[src/hdl/gsbu_pkg.sv]
`default_nettype none

package gsbu_pkg;

  // Default store depth in bytes.
  localparam int CHUNK_BYTES_DEF = 4096;

  // Field widths, fixed by the interface.
  localparam int CMD_W    = 2;
  localparam int ADDR_W   = 12;
  localparam int BYTE_W   = 8;
  localparam int COUNT_W  = 7;
  localparam int FMT_W    = 3;
  localparam int LEN_W    = 13;
  localparam int SAMPLE_W = 64;

  // Longest read or skip; larger counts are clipped to this.
  localparam logic [COUNT_W-1:0] MAX_BITS = 7'd64;

  // Command codes.
  localparam logic [CMD_W-1:0] CMD_LOAD   = 2'd0;
  localparam logic [CMD_W-1:0] CMD_READ   = 2'd1;
  localparam logic [CMD_W-1:0] CMD_SKIP   = 2'd2;
  localparam logic [CMD_W-1:0] CMD_REWIND = 2'd3;

  // Sample format codes; anything above FMT_FLOAT is unknown.
  localparam logic [FMT_W-1:0] FMT_OFFSET  = 3'd0;
  localparam logic [FMT_W-1:0] FMT_TWOS    = 3'd1;
  localparam logic [FMT_W-1:0] FMT_SIGNMAG = 3'd2;
  localparam logic [FMT_W-1:0] FMT_FLOAT   = 3'd3;

  // How the final sample is formed from the shift register.
  typedef enum logic [1:0] {
    KIND_ZERO    = 2'd0,
    KIND_UNIT    = 2'd1,
    KIND_RAW     = 2'd2,
    KIND_SIGNMAG = 2'd3
  } res_kind_t;

  // Control from the sequencer to the bit shifter.
  typedef struct packed {
    logic             shift;
    logic             first;
    logic             bit_in;
    logic [FMT_W-1:0] fmt;
    res_kind_t        kind;
  } shift_ctl_t;

endpackage

`default_nettype wire

[src/hdl/gsbu_bit_shifter.sv]
`default_nettype none

module gsbu_bit_shifter (
  input  wire logic                               clk,
  input  wire gsbu_pkg::shift_ctl_t               ctl,
  output logic signed [gsbu_pkg::SAMPLE_W-1:0]    sample
);
  import gsbu_pkg::*;

  logic [SAMPLE_W-1:0] acc_r;
  logic [SAMPLE_W-1:0] acc_nxt;
  logic                sign_r;
  logic [SAMPLE_W-1:0] res;

  // The first bit seeds the whole register so that sign extension falls out
  // of the shifting itself; no variable-width shifter is needed.
  always_comb begin
    if (ctl.first) begin
      case (ctl.fmt)
        FMT_OFFSET:  acc_nxt = {SAMPLE_W{~ctl.bit_in}};
        FMT_TWOS:    acc_nxt = {SAMPLE_W{ctl.bit_in}};
        FMT_SIGNMAG: acc_nxt = '0;
        default:     acc_nxt = {{(SAMPLE_W-1){1'b0}}, ctl.bit_in};
      endcase
    end else begin
      acc_nxt = {acc_r[SAMPLE_W-2:0], ctl.bit_in};
    end
  end

  always_ff @(posedge clk) begin
    if (ctl.shift) begin
      acc_r <= acc_nxt;
    end
    if (ctl.shift && ctl.first) begin
      sign_r <= ctl.bit_in;
    end
  end

  always_comb begin
    case (ctl.kind)
      KIND_ZERO:    res = '0;
      KIND_UNIT:    res = sign_r ? {SAMPLE_W{1'b1}} : SAMPLE_W'(1);
      KIND_RAW:     res = acc_r;
      KIND_SIGNMAG: res = sign_r ? (SAMPLE_W'(0) - acc_r) : acc_r;
      default:      res = '0;
    endcase
  end

  assign sample = $signed(res);

endmodule

`default_nettype wire

[config.mk]
export PLATFORM = sky130hd
export DESIGN_NAME = gsbu_bit_shifter
export DESIGN_NICKNAME = d
export VERILOG_FILES = /design/src/hdl/gsbu_pkg.sv /design/src/hdl/gsbu_bit_shifter.sv
export SDC_FILE = /design/constraint.sdc
export NUM_CORES = 1
export LEC_CHECK = 0
export BUFFER_PORTS_ARGS = -buffer_cell sky130_fd_sc_hd__buf_4
export CORE_ASPECT_RATIO = 0.6
export CORE_MARGIN = 2
export CORE_UTILIZATION = 40
export CTS_BUF_LIST = sky130_fd_sc_hd__clkbuf_16
export DETAILED_ROUTE_END_ITERATION = 10
export RECOVER_POWER = 100
export SLEW_MARGIN = 25
export SYNTH_ARGS = -nofsm -noshare
export SYNTH_HDL_FRONTEND = slang
export SYNTH_SLANG_ARGS = --single-unit
[constraint.sdc]
create_clock -name clk -period 3.4 [get_ports clk]
set_input_delay 0.34 -clock clk [delete_from_list [all_inputs] [get_ports clk]]
set_output_delay 0.34 -clock clk [all_outputs]
set_load 0.005 [all_outputs]
# Word-level counts from Yosys, hierarchy flattened
# Index checks and enable logic that the tools add are counted.
dict set report classes {
  eq_ne 5
  bitwise 1
  n_addsub 1
  n_reduce_logical 3
  n_mux 5
}
# op n
set ops {}
lappend ops {{one-hot mux 64 bit (4 select lines)} 1}
lappend ops {{two-way mux 64 bit} 3}
lappend ops {{one-hot mux 64 bit (3 select lines)} 1}
lappend ops {{subtractor 1 x 64 -> 64 bit (first input constant)} 1}
lappend ops {{equality test 2 bit (second input constant)} 2}
lappend ops {{equality test 3 x 1 -> 1 bit (second input constant)} 1}
lappend ops {{equality test 3 x 2 -> 1 bit (second input constant)} 1}
lappend ops {{logical NOT 3 bit} 1}
lappend ops {{equality test 2 x 1 -> 1 bit (second input constant)} 1}
lappend ops {{logical NOT 2 bit} 1}
lappend ops {{logical AND 1 bit} 1}
lappend ops {{NOT 1 bit} 1}
dict set report word_totals {
  word_cells 17
  output_inout_bits 64
  reg_bits 65
  inputBits 9
}

# Depth between registers and ports, before layout
dict set report logic_depth {
  depth_word 3
  depth_mapped 7
  depth_no_buf 7
}

# Worst setup path before layout
# Ideal clock, no wire load.
dict set report synth_path {
  path_type {reg2out}
  start {register acc_r[0]}
  end {output sample[40] (netlist name)}
  path_buffers 0
  required_ps 3060
  setup_slack_ps 812
  stages_incl_launch_ff 8
  arrival_ps 2248
  cell_sequence {edfxtp_1 inv_1 ha_1 nor3b_1 nand4_1 nor4_2 a211o_1 nand4_1}
}
dict set report synth_via {
  elab_chain_cells 3
}
# element line_no
set synth_rtl {}
lappend synth_rtl {{start: declaration} gsbu_bit_shifter.sv:10} ;# logic [SAMPLE_W-1:0] acc_r;
lappend synth_rtl {{start signal: assignment} gsbu_bit_shifter.sv:32} ;# acc_r <= acc_nxt;
lappend synth_rtl {{subtractor 1 x 64 -> 64 bit} gsbu_bit_shifter.sv:44} ;# KIND_SIGNMAG: res = sign_r ? (SAMPLE_W'(0) - acc_r) : acc_r;
lappend synth_rtl {{two-way mux 64 bit} gsbu_bit_shifter.sv:44}
lappend synth_rtl {{one-hot mux 64 bit (4 select lines)} gsbu_bit_shifter.sv:40} ;# case (ctl.kind)
lappend synth_rtl {{end: declaration} gsbu_bit_shifter.sv:6} ;# output logic signed [gsbu_pkg::SAMPLE_W-1:0] sample
# Every way passes these cells.

# Worst setup path in the final report
dict set report layout_path {
  start {register acc_r[28]}
  end {output sample[59] (netlist name)}
}
# The elaborated chain is that of the path after synthesis.

==> impl_metrics.toml <==
[synth]
ys_types = 49
synth_mux_area_share_pct = 0.2312
avgSynthCellArea_um2 = 8.310
synth_edf_count = 65
synthTopCellsByCount = "o21ai_0 (76), edfxtp_1 (65), inv_1 (64), nand2_1 (52), clkbuf_1 (38)"
synth-simple-area-share_pct = 26.54
ys_top_cells_by_area = "edfxtp_1 (40%), o21ai_0 (7.8%), inv_1 (4.9%)"
yosysWarnings = 0
synth.most_common_cell = "o21ai_0"
ys.flop_type = "edfxtp_1"
synth_seq_cells = 65
synth_top_family_by_area = "simple AND/OR/NAND/NOR gates"
synth_compound_area_share_pct = 20.81
synthAdderAreaFrac_pct = 0.2569
synth_top_area_share_pct = 40.08
yosysSeqAreaShare_pct = 40.08
syn-instance-count = 586
synth_top_cell_by_area = "edfxtp_1"
synth_nets = 596
synth_area_um2 = 4870
synth_xor_area_share_pct = 3.957
synthArstFlopShare_pct = 0

[timing]
rsz0062_at_grt = "no"
finClkSkew_ns = 0.005322
fmax_mhz = 305.4
slew_headroom_pct = -20.60
hold_viol = 0
setup_viol = 0
finalCriticalPeriod_ns = 3.274
maxSlewViolCount = 66
tightest_slew_ns = 1.809
setup-tns-final_ns = 0
fin_ws_ns = 0.1257
fin_crit_sh_pct = 96.30

[run_status]
violations = "max-capacitance violations, max-slew violations"
status = "finished with violations"

[placement]
dp_hpwl_mm = 10.35
place.gp.congestion = 0.8913
io_buffers = 72
place_ws_ns = 0.4853

[setup_path]
r2r_start = "acc_r[38]$_DFFE_PP_"
crit_required_ns = 3.06
reg2reg_slack_ns = 2.35
r2r_cells = 2
worstSetupPathType = "flip-flop to output port"
worst-path-max-fanout = 5
crit_path_end_kind = "output port"
critical_path_arrival_ns = 2.93
r2r_end = "acc_r[39]$_DFFE_PP_"
cp-endpoint = "sample[59]"
start_kind = "flip-flop"
cp-startpoint = "acc_r[28]$_DFFE_PP_"

[cells_and_area]
regArea_um2 = 1952
fill_cells = 1142
synthToLayoutAreaGrowth_pct = 20.07
postLayoutCoreUtil_pct = 48.78
final_nets = 653
drive_above_1_share_pct = 17.75
multi_input_area_um2 = 2552
antenna_cells = 0

[pwr]
leakagePower_nw = 2.225
powerDensity_nw_per_um2 = 415.6
ir_worst_vdd_mv = 0.2067

[global_routing]
grt_first_pass_wirelength_mm = 24.50
overflow = 0
grt_pass1_vias = 4429
antenna_found_initial = 0
grt_max_degree = 66
grt_util_all_layers_pct = 23.98

[clocking]
root_buffer = "clkbuf_16"
cts_setup_buffers = 0
numClockSinks = 65
cts_inserted_buffers = 9
cts.clk_slew.worst_paths_ns = 0.05
clk_path_buf_depth = 2
tritoncts = "built"
htree_levels = 3
worstSkewPairLatency_ns = 0.33

[drt]
routedWlPerCell_um = 18.86
via_per_inst = 6.063
firstDrtPassIters = 5
drc = 0
ant_nets = 0
drt_iter0_drc = 554
wirelength_mm = 15.34
route.vias.total = 4929

[floorplanning]
design.portCount = 73
die_y_um = 89.47
initial_core_util_pct = 40.63
rows = 31
core_area_um2 = 11990
fp.dieArea_um2 = 13100
die_x_um = 146.4

[job]
cap_violations = 1

[hold_path]
hold_class = "primary input to flip-flop"
==> metrics by stage <==
step	instance area [um^2]	hold WS, ns	instances	power (mW)
after detailed placement	5579	0.5496	797	1.543
after CTS	5859	0.2024	813	2.440
after floorplan	4870	0.4389	586	1.299
after global placement	5577	0.5485	797	1.535
final	5847	0.2901	813	2.430
after global routing	5847	0.3050	813	2.533
==> worst max-delay path, cell delays in order, from the launching register on <==
cell	delay [ns]
edfxtp_1	0.47
nor4_1	0.69
nand2_1	0.21
nor3_1	0.45
a211oi_1	0.13
or4_1	0.50
clkbuf_4	0.15
==> kinds of logic after synthesis <==
| family | Yosys count |
|---|---|
| compound gates | 165 |
| xor+xnor | 22 |
| fa+ha+maj | 1 |
| buf+inv | 105 |
| flops | 65 |
| mux | 1 |
| simple gates | 227 |
==> repair_timing <==
| action | 4_1_cts | 5_1_grt |
|---|---|---|
| hold buffers | 0 | 0 |
| endpoints found under the setup margin | 0 | 4 |
| gates resized for setup | 0 | 6 |
==> placed cells by master (no fill, tap or decap), drive strengths merged, types with 3 or more instances in the layout <==
cell    Yosys  final
o21ai      76     76
inv        64     67
edfxtp     65     65
clkbuf     39     55
nand2      52     52
buf         2     41
nand4      36     36
nor2       33     33
a21oi      30     30
nand3      27     27
nor3       23     23
xnor2      20     20
nor4       19     19
a31oi      13     13
a311oi     12     12
a211o      11     11
and3        7      7
and2        6      6
and4        5      5
or3         5      5
or4         4      4
nand2b      4      4
o211ai      4      4
a211oi      3      3
a31o        3      3
a311o       3      3
clkinv      0      3
==> layer usage <==
layer	track usage [%]	share of wire, %	vias up	wire, um
li1	-	-	2304	-
met1	36.99	50	2391	7651
met2	34.18	41	223	6346
met3	4.796	7.9	11	1204
met4	5.737	0.87	0	133
met5	0	0	-	0
==> report_power, final <==
part           switching [mW]  total (mW)  internal [mW]  leakage [nW]
sequential             0.0840        1.05          0.961         0.660
clock                   0.349       0.904          0.554         0.150
combinational           0.271       0.481          0.210          1.41
total                   0.705        2.43           1.73          2.23
==> sequential cells by signal (all words and copies together) (netlist names) <==
name	cells
acc_r	64
sign_r	1
==> worst min path at each step <==
stage	start	end	cells past startpoint
final	ctl[5]	sign_r$_DFFE_PP_	1
after global routing	ctl[5]	sign_r$_DFFE_PP_	1
after CTS	ctl[5]	sign_r$_DFFE_PP_	1
after detailed placement	ctl[5]	sign_r$_DFFE_PP_	1
after global placement	ctl[5]	sign_r$_DFFE_PP_	1
after floorplan	ctl[5]	sign_r$_DFFE_PP_	0
==> final cells by class <==
type                            instances  area share [%]
Sequential cell                        65           33.38
Multi-Input combinational cell        416           43.66
Clock buffer                            9           3.852
Tap cell                              165           3.531
Timing Repair Buffer                   87           10.53
Clock inverter                          7          0.9416
Inverter                               64           4.109
Power figures use the tool's default switching activity.
